### config.mk
export PLATFORM = sky130hd
export DESIGN_NAME = ramp_soak_profile_sequencer
export DESIGN_NICKNAME = d
export VERILOG_FILES = /design/src/rss_pkg.sv /design/src/rss_cfg.sv /design/src/rss_seg_store.sv /design/src/rss_ctrl.sv /design/src/ramp_soak_profile_sequencer.sv
export SDC_FILE = /design/constraint.sdc
export NUM_CORES = 2
export LEC_CHECK = 0
export BUFFER_PORTS_ARGS = -buffer_cell sky130_fd_sc_hd__buf_2
export CORE_MARGIN = 8
export CORE_UTILIZATION = 40
export DETAILED_ROUTE_END_ITERATION = 8
export SYNTH_ARGS = -nofsm -noshare
export SYNTH_HDL_FRONTEND = slang
export SYNTH_SLANG_ARGS = --single-unit
### constraint.sdc
create_clock -name clk -period 20.9 [get_ports clk]
set_input_delay 1.045 -clock clk [delete_from_list [all_inputs] [get_ports clk]]
set_output_delay 1.045 -clock clk [all_outputs]
set_load 0.05 [all_outputs]
### src/rss_pkg.sv
// ----------------------------------------------------------------------------
// rss_pkg: shared types and constants for the ramp/soak profile sequencer
// Operation codes, config register map, and the word and state-view structs.
// ----------------------------------------------------------------------------
package rss_pkg;

	typedef enum logic [2:0] {
		OP_TICK  = 3'd0,
		OP_SET   = 3'd1,
		OP_RAISE = 3'd2,
		OP_LOWER = 3'd3,
		OP_PLAY  = 3'd4,
		OP_LOAD  = 3'd5
	} op_t;

	// config register indexes (byte address = 4 * index)
	localparam logic [1:0] CFG_SIM_ENABLE = 2'd0;
	localparam logic [1:0] CFG_BAND       = 2'd1;
	localparam logic [1:0] CFG_SIM_GAIN   = 2'd2;
	localparam logic [1:0] CFG_NUDGE_STEP = 2'd3;

	localparam logic       SIM_ENABLE_RST = 1'b0;
	localparam logic [9:0] BAND_RST       = 10'd50;
	localparam logic [8:0] SIM_GAIN_RST   = 9'd26;
	localparam logic [9:0] NUDGE_STEP_RST = 10'd100;

	typedef struct packed {
		logic       sim_enable;
		logic [9:0] band;
		logic [8:0] sim_gain;
		logic [9:0] nudge_step;
	} rss_cfg_t;

	typedef struct packed {
		op_t                op;
		logic signed [15:0] temperature;
		logic signed [15:0] value;
		logic [1:0]         profile_id;
		logic [3:0]         seg_index;
		logic [15:0]        seg_duration;
		logic               seg_last;
	} rss_item_t;

	// state after one word, as shown on the result side
	typedef struct packed {
		logic signed [15:0] temp;
		logic signed [15:0] setpoint;
		logic               auto_mode;
		logic [3:0]         segment;
		logic               hold_running;
		logic [15:0]        hold_elapsed;
		logic               status;
		logic               done;
	} rss_view_t;

endpackage

### src/rss_cfg.sv
// ----------------------------------------------------------------------------
// rss_cfg: APB-style configuration registers
// Holds sim_enable, band, sim_gain and nudge_step; zero-wait writes and reads.
// ----------------------------------------------------------------------------
module rss_cfg (
	input  logic               clk,
	input  logic               arst_n,
	input  logic               psel,
	input  logic               penable,
	input  logic               pwrite,
	input  logic [3:0]         paddr,
	input  logic [31:0]        pwdata,
	output logic [31:0]        prdata,
	output logic               pready,
	output rss_pkg::rss_cfg_t  cfg
);
	import rss_pkg::*;

	rss_cfg_t   cfg_q;
	logic       wr;
	logic [1:0] idx;

	assign wr     = psel && penable && pwrite;
	assign idx    = paddr[3:2];
	assign pready = 1'b1;
	assign cfg    = cfg_q;

	always_ff @(posedge clk or negedge arst_n) begin
		if (!arst_n) begin
			cfg_q.sim_enable <= SIM_ENABLE_RST;
			cfg_q.band       <= BAND_RST;
			cfg_q.sim_gain   <= SIM_GAIN_RST;
			cfg_q.nudge_step <= NUDGE_STEP_RST;
		end else if (wr) begin
			case (idx)
				CFG_SIM_ENABLE: cfg_q.sim_enable <= pwdata[0];
				CFG_BAND:       cfg_q.band       <= pwdata[9:0];
				CFG_SIM_GAIN:   cfg_q.sim_gain   <= pwdata[8:0];
				CFG_NUDGE_STEP: cfg_q.nudge_step <= pwdata[9:0];
				default: ;
			endcase
		end
	end

	always_comb begin
		case (idx)
			CFG_SIM_ENABLE: prdata = {31'b0, cfg_q.sim_enable};
			CFG_BAND:       prdata = {22'b0, cfg_q.band};
			CFG_SIM_GAIN:   prdata = {23'b0, cfg_q.sim_gain};
			CFG_NUDGE_STEP: prdata = {22'b0, cfg_q.nudge_step};
			default:        prdata = '0;
		endcase
	end

endmodule

### src/rss_seg_store.sv
// ----------------------------------------------------------------------------
// rss_seg_store: segment setpoint and hold-time tables
// One write port; setpoint has a play read and a next-segment read, duration
// has a current-segment read. Reads are registered with write bypass.
// ----------------------------------------------------------------------------
module rss_seg_store #(
	parameter int DEPTH = 64,
	parameter int AW    = 6
) (
	input  logic          clk,
	input  logic          wr_en,
	input  logic [AW-1:0] wr_addr,
	input  logic [15:0]   wr_sp,
	input  logic [15:0]   wr_dur,
	input  logic          play_rd,
	input  logic [AW-1:0] play_addr,
	input  logic [AW-1:0] nxt_addr,
	input  logic [AW-1:0] cur_addr,
	output logic [15:0]   play_sp,
	output logic [15:0]   nxt_sp,
	output logic [15:0]   cur_dur
);

	logic [15:0] sp_mem  [DEPTH];
	logic [15:0] dur_mem [DEPTH];

	always_ff @(posedge clk) begin
		if (wr_en) begin
			sp_mem[wr_addr]  <= wr_sp;
			dur_mem[wr_addr] <= wr_dur;
		end
		if (play_rd) begin
			play_sp <= (wr_en && wr_addr == play_addr) ? wr_sp : sp_mem[play_addr];
		end
		nxt_sp  <= (wr_en && wr_addr == nxt_addr) ? wr_sp : sp_mem[nxt_addr];
		cur_dur <= (wr_en && wr_addr == cur_addr) ? wr_dur : dur_mem[cur_addr];
	end

endmodule

### src/rss_ctrl.sv
// ----------------------------------------------------------------------------
// rss_ctrl: sequencer state and per-word update
// Manual setpoint ops, play, segment load, and the tick path with the
// lag model, hold timer and segment advance.
// ----------------------------------------------------------------------------
module rss_ctrl #(
	parameter int PROFILES = 4,
	parameter int SEGMENTS = 16,
	parameter int AW       = 6
) (
	input  logic                clk,
	input  logic                arst_n,
	input  rss_pkg::rss_cfg_t   cfg,
	input  logic                adv,
	input  rss_pkg::rss_item_t  item,
	input  logic [1:0]          in_profile_id,
	input  logic [15:0]         play_sp,
	input  logic [15:0]         nxt_sp,
	input  logic [15:0]         cur_dur,
	output rss_pkg::rss_view_t  view,
	output logic                wr_en,
	output logic [AW-1:0]       wr_addr,
	output logic [15:0]         wr_sp,
	output logic [15:0]         wr_dur,
	output logic [AW-1:0]       play_addr,
	output logic [AW-1:0]       cur_addr,
	output logic [AW-1:0]       nxt_addr
);
	import rss_pkg::*;

	localparam int PW = (PROFILES > 1) ? $clog2(PROFILES) : 1;

	logic               mode_q, mode_n;
	logic [1:0]         prof_q, prof_n;
	logic [3:0]         seg_q, seg_n;
	logic signed [15:0] sp_q, sp_n;
	logic               run_q, run_n;
	logic [15:0]        el_q, el_n;
	logic signed [15:0] temp_q, temp_n;
	logic signed [23:0] sim_q, sim_n;
	logic [4:0]         len_q [PROFILES];

	logic               status_n, done_n;
	logic               len_we;
	logic [4:0]         cur_len, play_len;
	logic               prof_ok, load_ok;
	logic [15:0]        el_inc;
	logic signed [24:0] lag_diff;
	logic signed [34:0] lag_prod;
	logic signed [27:0] lag_sum;
	logic signed [16:0] err;
	logic [16:0]        err_abs;
	logic signed [16:0] nudge_sum;

	function automatic logic [AW-1:0] slot(input logic [1:0] p, input logic [4:0] s);
		logic [AW-1:0] a;
		a = '0;
		if (32'(p) < PROFILES && 32'(s) < SEGMENTS) begin
			a = AW'(32'(p) * 32'(SEGMENTS) + 32'(s));
		end
		return a;
	endfunction

	assign prof_ok  = 32'(item.profile_id) < PROFILES;
	assign load_ok  = prof_ok && 32'(item.seg_index) < SEGMENTS;
	assign cur_len  = (32'(prof_q) < PROFILES) ? len_q[PW'(prof_q)] : 5'd0;
	assign play_len = prof_ok ? len_q[PW'(item.profile_id)] : 5'd0;
	assign el_inc   = (el_q == 16'hFFFF) ? el_q : el_q + 16'd1;

	// lag model: sim += floor((sp*256 - sim) * gain / 256)
	assign lag_diff = $signed({sp_q[15], sp_q, 8'h00}) - 25'(sim_q);
	assign lag_prod = lag_diff * $signed({1'b0, cfg.sim_gain});
	assign lag_sum  = 28'(sim_q) + 28'($signed(lag_prod[34:8]));

	always_comb begin
		mode_n    = mode_q;
		prof_n    = prof_q;
		seg_n     = seg_q;
		sp_n      = sp_q;
		run_n     = run_q;
		el_n      = el_q;
		temp_n    = temp_q;
		sim_n     = sim_q;
		status_n  = 1'b0;
		done_n    = 1'b0;
		wr_en     = 1'b0;
		len_we    = 1'b0;
		err       = '0;
		err_abs   = '0;
		nudge_sum = '0;
		if (adv) begin
			case (item.op)
				OP_TICK: begin
					if (cfg.sim_enable) begin
						temp_n = sim_q[23:8];
						if (lag_sum > 28'sd8388607) begin
							sim_n = 24'sh7FFFFF;
						end else if (lag_sum < -28'sd8388608) begin
							sim_n = 24'sh800000;
						end else begin
							sim_n = lag_sum[23:0];
						end
					end else begin
						temp_n = item.temperature;
					end
					err     = 17'(sp_q) - 17'(temp_n);
					err_abs = err[16] ? -err : err;
					if (mode_q) begin
						if (run_q) begin
							el_n = el_inc;
							if (el_inc >= cur_dur) begin
								if ({1'b0, seg_q} + 5'd1 >= cur_len) begin
									mode_n = 1'b0;
									sp_n   = '0;
									done_n = 1'b1;
								end else begin
									seg_n = seg_q + 4'd1;
									sp_n  = nxt_sp;
								end
								run_n = 1'b0;
								el_n  = '0;
							end
						end else if (err_abs < {7'b0, cfg.band}) begin
							run_n = 1'b1;
							el_n  = '0;
						end
					end
				end
				OP_SET: begin
					sp_n = item.value;
				end
				OP_RAISE, OP_LOWER: begin
					if (item.op == OP_RAISE) begin
						nudge_sum = 17'(sp_q) + $signed({7'b0, cfg.nudge_step});
					end else begin
						nudge_sum = 17'(sp_q) - $signed({7'b0, cfg.nudge_step});
					end
					if (nudge_sum > 17'sd32767) begin
						sp_n = 16'sh7FFF;
					end else if (nudge_sum < -17'sd32768) begin
						sp_n = 16'sh8000;
					end else begin
						sp_n = nudge_sum[15:0];
					end
				end
				OP_PLAY: begin
					if (!prof_ok || play_len == 5'd0) begin
						status_n = 1'b1;
					end else begin
						prof_n = item.profile_id;
						seg_n  = '0;
						run_n  = 1'b0;
						el_n   = '0;
						mode_n = 1'b1;
						sp_n   = play_sp;
					end
				end
				OP_LOAD: begin
					wr_en  = load_ok;
					len_we = load_ok && item.seg_last;
				end
				default: ;
			endcase
		end
	end

	assign wr_addr   = slot(item.profile_id, {1'b0, item.seg_index});
	assign wr_sp     = item.value;
	assign wr_dur    = item.seg_duration;
	assign play_addr = slot(in_profile_id, 5'd0);
	assign cur_addr  = slot(prof_n, {1'b0, seg_n});
	assign nxt_addr  = slot(prof_n, {1'b0, seg_n} + 5'd1);

	always_ff @(posedge clk or negedge arst_n) begin
		if (!arst_n) begin
			mode_q <= 1'b0;
			prof_q <= '0;
			seg_q  <= '0;
			sp_q   <= '0;
			run_q  <= 1'b0;
			el_q   <= '0;
			temp_q <= '0;
			sim_q  <= '0;
			for (int i = 0; i < PROFILES; i++) begin
				len_q[i] <= '0;
			end
		end else begin
			mode_q <= mode_n;
			prof_q <= prof_n;
			seg_q  <= seg_n;
			sp_q   <= sp_n;
			run_q  <= run_n;
			el_q   <= el_n;
			temp_q <= temp_n;
			sim_q  <= sim_n;
			if (len_we) begin
				len_q[PW'(item.profile_id)] <= {1'b0, item.seg_index} + 5'd1;
			end
		end
	end

	assign view.temp         = temp_n;
	assign view.setpoint     = sp_n;
	assign view.auto_mode    = mode_n;
	assign view.segment      = seg_n;
	assign view.hold_running = run_n;
	assign view.hold_elapsed = el_n;
	assign view.status       = status_n;
	assign view.done         = done_n;

endmodule

### src/ramp_soak_profile_sequencer.sv
// ----------------------------------------------------------------------------
// ramp_soak_profile_sequencer: ramp/soak temperature profile sequencer
// Words pass the input stage, then the state stage; one word per cycle while
// out_stall is low, as the state update is a single registered pass.
// Reset clears mode, setpoint, timer, temperatures and profile lengths and loads
// the register defaults; segment tables are not cleared and hold no value
// until loaded.
// ----------------------------------------------------------------------------
module ramp_soak_profile_sequencer #(
	parameter int PROFILES = 4,
	parameter int SEGMENTS = 16
) (
	input  logic               clk,
	input  logic               arst_n,
	input  logic               in_valid,
	output logic               in_stall,
	input  logic [2:0]         op,
	input  logic signed [15:0] temperature,
	input  logic signed [15:0] value,
	input  logic [1:0]         profile_id,
	input  logic [3:0]         seg_index,
	input  logic [15:0]        seg_duration,
	input  logic               seg_last,
	output logic               out_valid,
	input  logic               out_stall,
	output logic signed [15:0] temp_now,
	output logic signed [15:0] setpoint_now,
	output logic               auto_mode,
	output logic [3:0]         segment_now,
	output logic [15:0]        time_left,
	output logic               status,
	output logic               profile_done,
	input  logic               psel,
	input  logic               penable,
	input  logic               pwrite,
	input  logic [3:0]         paddr,
	input  logic [31:0]        pwdata,
	output logic [31:0]        prdata,
	output logic               pready
);
	import rss_pkg::*;

	localparam int SLOTS = PROFILES * SEGMENTS;
	localparam int AW    = (SLOTS > 1) ? $clog2(SLOTS) : 1;

	rss_cfg_t      cfg;
	rss_item_t     item_s1;
	logic          valid_s1;
	rss_view_t     view_s2;
	logic          valid_s2;
	rss_view_t     view_n;
	logic          accept;
	logic          adv;
	logic          wr_en;
	logic [AW-1:0] wr_addr, play_addr, cur_addr, nxt_addr;
	logic [15:0]   wr_sp, wr_dur;
	logic [15:0]   play_sp, nxt_sp, cur_dur;

	assign adv      = valid_s1 && (!valid_s2 || !out_stall);
	assign in_stall = valid_s1 && !adv;
	assign accept   = in_valid && !in_stall;

	always_ff @(posedge clk or negedge arst_n) begin
		if (!arst_n) begin
			valid_s1 <= 1'b0;
			valid_s2 <= 1'b0;
		end else begin
			if (accept) begin
				valid_s1 <= 1'b1;
			end else if (adv) begin
				valid_s1 <= 1'b0;
			end
			if (adv) begin
				valid_s2 <= 1'b1;
			end else if (!out_stall) begin
				valid_s2 <= 1'b0;
			end
		end
	end

	always_ff @(posedge clk) begin
		if (accept) begin
			item_s1.op           <= op_t'(op);
			item_s1.temperature  <= temperature;
			item_s1.value        <= value;
			item_s1.profile_id   <= profile_id;
			item_s1.seg_index    <= seg_index;
			item_s1.seg_duration <= seg_duration;
			item_s1.seg_last     <= seg_last;
		end
		if (adv) begin
			view_s2 <= view_n;
		end
	end

	rss_cfg u_cfg (
		.clk     (clk),
		.arst_n  (arst_n),
		.psel    (psel),
		.penable (penable),
		.pwrite  (pwrite),
		.paddr   (paddr),
		.pwdata  (pwdata),
		.prdata  (prdata),
		.pready  (pready),
		.cfg     (cfg)
	);

	rss_ctrl #(
		.PROFILES (PROFILES),
		.SEGMENTS (SEGMENTS),
		.AW       (AW)
	) u_ctrl (
		.clk           (clk),
		.arst_n        (arst_n),
		.cfg           (cfg),
		.adv           (adv),
		.item          (item_s1),
		.in_profile_id (profile_id),
		.play_sp       (play_sp),
		.nxt_sp        (nxt_sp),
		.cur_dur       (cur_dur),
		.view          (view_n),
		.wr_en         (wr_en),
		.wr_addr       (wr_addr),
		.wr_sp         (wr_sp),
		.wr_dur        (wr_dur),
		.play_addr     (play_addr),
		.cur_addr      (cur_addr),
		.nxt_addr      (nxt_addr)
	);

	rss_seg_store #(
		.DEPTH (SLOTS),
		.AW    (AW)
	) u_store (
		.clk       (clk),
		.wr_en     (wr_en),
		.wr_addr   (wr_addr),
		.wr_sp     (wr_sp),
		.wr_dur    (wr_dur),
		.play_rd   (accept),
		.play_addr (play_addr),
		.nxt_addr  (nxt_addr),
		.cur_addr  (cur_addr),
		.play_sp   (play_sp),
		.nxt_sp    (nxt_sp),
		.cur_dur   (cur_dur)
	);

	// cur_dur only moves when the state stage advances, so it stays aligned
	// with the word held in the result register
	always_comb begin
		if (view_s2.hold_running) begin
			time_left = (view_s2.hold_elapsed >= cur_dur) ? 16'd0
				: cur_dur - view_s2.hold_elapsed;
		end else begin
			time_left = cur_dur;
		end
	end

	assign out_valid    = valid_s2;
	assign temp_now     = view_s2.temp;
	assign setpoint_now = view_s2.setpoint;
	assign auto_mode    = view_s2.auto_mode;
	assign segment_now  = view_s2.segment;
	assign status       = view_s2.status;
	assign profile_done = view_s2.done;

endmodule

==> results by group <==
Route
  – DR WL/cell: a little under 30 um
  – 1st-iter DRT viols: around 6.1k
  – Met3 routed WL: ~22000 um
  – Vias: 54.54k
  – Via-to-Cell Ratio: around 5.8
  – Final antenna-violating net count: 0
  – Met2 wire len: ~130000 um
  – Final wirelength: between 200000 and 300000 um
  – M1 WL: about 120000 um
  – Residual DRC: 0
  – DR top layer: met4
  – Pre-antenna DRT Iters: 6

CTS
  – Cts bufs inserted: about 230
  – Clock sinks: about 2.3k
  – Clk slew on worst S/H paths: 0.06 ns
  – CTS tree: built
  – Cts hold-fix bufs: 0
  – Postcts setup bufs: 0
  – Clk Latency, worst-skew pair: 0.86 ns
  – CTS H-tree depth: 4
  – Clock tree buffer depth: 3
  – Clock root buffer: clkbuf_16
  – CTS resizes: 0

Critical path
  – Crit path launch type: flop
  – Critical path peak fanout: 21
  – Worst path required time: roughly 22 ns
  – Worst path arrival time: roughly 12 ns
  – Crit-path slowest cell: nor2_2
  – Crit path top cell by count: fa_1
  – Crit end category: flop
  – Slowest stage delay, CP: roughly 0.8 ns
  – WS Path Type: flop to flop

Global routing
  – First-pass GRT wire length: just under 400000 um
  – GRT Util Overall: 19.63%
  – Initial antenna violation count: 13
  – Global route overflow: 0
  – Vias in the first global route: approximately 55k
  – Maximum number of pins on one net before global-route repair: 103

STA
  – Final setup viols: 0
  – Final TNS setup: 0 ns
  – Setup ws final: 9.071 ns
  – Max-slew headroom: approximately 18%
  – Fin crit share: a little under three fifths
  – Clock Skews: 0.05462 ns
  – Final-report max-slew violation count: 0
  – Minimum clock period: ~12 ns
  – Final Hold Viols: 0
  – RSZ-0062 raised after global routing: no
  – Fmax: between 80 and 90 MHz
  – Worst Tran Pin Value: about 1.2 ns

Logic synthesis
  – Post-synth top area cell: edfxtp_1
  – Number of synthesized flops with an enable pin: between 2k and 2.5k
  – Async set-reset flop share out of synthesis: 5.685%
  – Post-Synthesis Cells: ~5.6k
  – Synth Cell Area: about 100000 um2
  – Avg Synthesized Cell Area: between 15 and 20 um2
  – Ys flop type: edfxtp_1
  – Post-synthesis sequential area ratio: about two thirds
  – Top cells by area, synth: edfxtp_1, mux4_2, fa_1
  – Unique masters post-synth: 96
  – Synth Register Bits: between 2k and 2.5k
  – YS warnings: 0
  – Yosys top cell area share: a little over three fifths

Floorplan
  – Die area: between 200000 and 300000 um2
  – Core area: 256900 um2
  – Initial core utilization: between 40% and 50%
  – Die W: roughly 520 um
  – Die Ht: roughly 520 um
  – IO Pins: around 190
  – FP Rows: 186

Finish
  – Area grow syn2layout: 12.31%
  – Most common cell after layout, fill and taps aside: edfxtp_1
  – Fillcell total: around 22k
  – Most frequent cells in the layout: edfxtp_1, mux4_2, inv_1
  – Ratio of cells with drive above 1 in the final layout: ~24%
  – Design Area, Final: roughly 120000 um2
  – Nets@finish: 6370
  – Fin util: roughly 45%

Place
  – Gpl congestion: 0.8534
  – Half-perimeter wire length after placement: 168400 um
  – DP Area: ~110000 um2
  – Pre-CTS WS: roughly 9 ns
  – # port buffers: approximately 140

Hold path
  – Hold Path Class: input port to async pin

Outcome
  – Status: completed

Flow run
  – Max_cap viols: 0
path summary, 6_finish.rpt:
path | startpoint | endpoint | slack, ns | depth (start not counted)
max | u_ctrl.sim_q[0]$_DFFE_PN0P_ | u_ctrl.sim_q[8]$_DFFE_PN0P_ | 9.07 | 40
min | arst_n | u_ctrl.temp_q[12]$_DFF_PN0_ | 0.20 | 1
max reg2reg | u_ctrl.sim_q[0]$_DFFE_PN0P_ | u_ctrl.sim_q[8]$_DFFE_PN0P_ | 9.07 | 40
min reg2reg | u_ctrl.temp_q[9]$_DFF_PN0_ | u_ctrl.temp_q[9]$_DFF_PN0_ | 0.49 | 2
max in group asynchronous | arst_n | u_ctrl.el_q[7]$_DFF_PN0_ | 19.26 | 2
min in group clk | value[6] | item_s1[29]$_DFFE_PP_ | 0.35 | 1
state kept, by name, summed over array words and instances (netlist names), 16 cells and up, named ones only:
signal           count
setpoint_now        16
u_store.dur_mem   1024
u_ctrl.el_q         16
u_ctrl.temp_q       16
u_cfg.cfg           30
view_s2             17
item_s1             58
u_store.sp_mem    1024
temp_now            16
u_ctrl.sp_q         16
u_store.play_sp     16
u_ctrl.sim_q        24
u_ctrl.len_q        20
stage by stage:
stage / hold WS [ns] / std cells
global placement: 0.4667 / 9029
finish: 0.1963 / 9463
global route: 0.1944 / 9459
floorplan: 0.4366 / 5645
CTS: 0.1490 / 9458
detailed placement: 0.4766 / 9029
kinds of logic after synthesis:
group                    share of synthesized area [%]
flip-flops                                       66.76
AND/OR/NAND/NOR                                  3.908
multiplexers                                     16.02
buffers and inverters                            2.587
AO/OA/AOI/OAI                                    3.395
adder cells (fa/ha/maj)                          6.146
XOR/XNOR                                         1.179
other                                         0.007270
layout make-up:
type / instances / area, um2 / share of cell area, %
antenna: 5 / 12.51 / 0.01079
clock buffer: 284 / 6008 / 5.179
clock inverter: 145 / 1386 / 1.195
inverter: 328 / 1231 / 1.061
multi-input combinational: 2699 / 32240 / 27.79
sequential: 2322 / 68990 / 59.47
tap: 3384 / 4234 / 3.650
timing repair buffer: 296 / 1908 / 1.645
worst max-delay path, delay by kind of cell (launching register included):
family                     cells  cell delay [ns]
AOI/OAI and AO/OA             16             4.01
adders and majority gates      8             3.42
and+or+nand+nor                9             2.15
xor gates and xnor gates       2             0.85
DFF                            1             0.62
buffers and inverters          4             0.31
muxes                          1             0.23
synthesized netlist by cell type, drive strengths merged (6+ instances only):
| cell | n |
|---|---|
| or2 | 7 |
| a41o | 6 |
| mux4 | 692 |
| nand2b | 26 |
| buf | 156 |
| nor2b | 31 |
| nor4 | 11 |
| and2 | 115 |
| mux2 | 67 |
| a22oi | 20 |
| o22ai | 22 |
| a211oi | 14 |
| nand4 | 19 |
| fa | 188 |
| a21oi | 124 |
| xnor2 | 99 |
| o21ai | 117 |
| a21o | 49 |
| xor2 | 40 |
| o211ai | 12 |
| dfstp | 9 |
| a41oi | 10 |
| or4 | 6 |
| a221o | 8 |
| and3 | 26 |
| a31oi | 31 |
| nor3 | 41 |
| ha | 205 |
| nand3 | 61 |
| mux2i | 21 |
| clkbuf | 140 |
| a22o | 22 |
| nand2 | 274 |
| dfxtp | 12 |
| or3 | 15 |
| dfrtp | 123 |
| o21bai | 10 |
| a21boi | 8 |
| o21a | 22 |
| nor2 | 180 |
| a221oi | 7 |
| inv | 328 |
| edfxtp | 2178 |
routing by layer:
metal	GRT usage, %	up-vias
met3	3.957	315
met4	3.924	0
li1	-	22700
met1	27.84	29429
met2	31.83	2093
met5	0	-
Power is left out: the tool's default activity adds up to more than one toggle a clock period on the data nets, which glitch-free logic cannot reach.
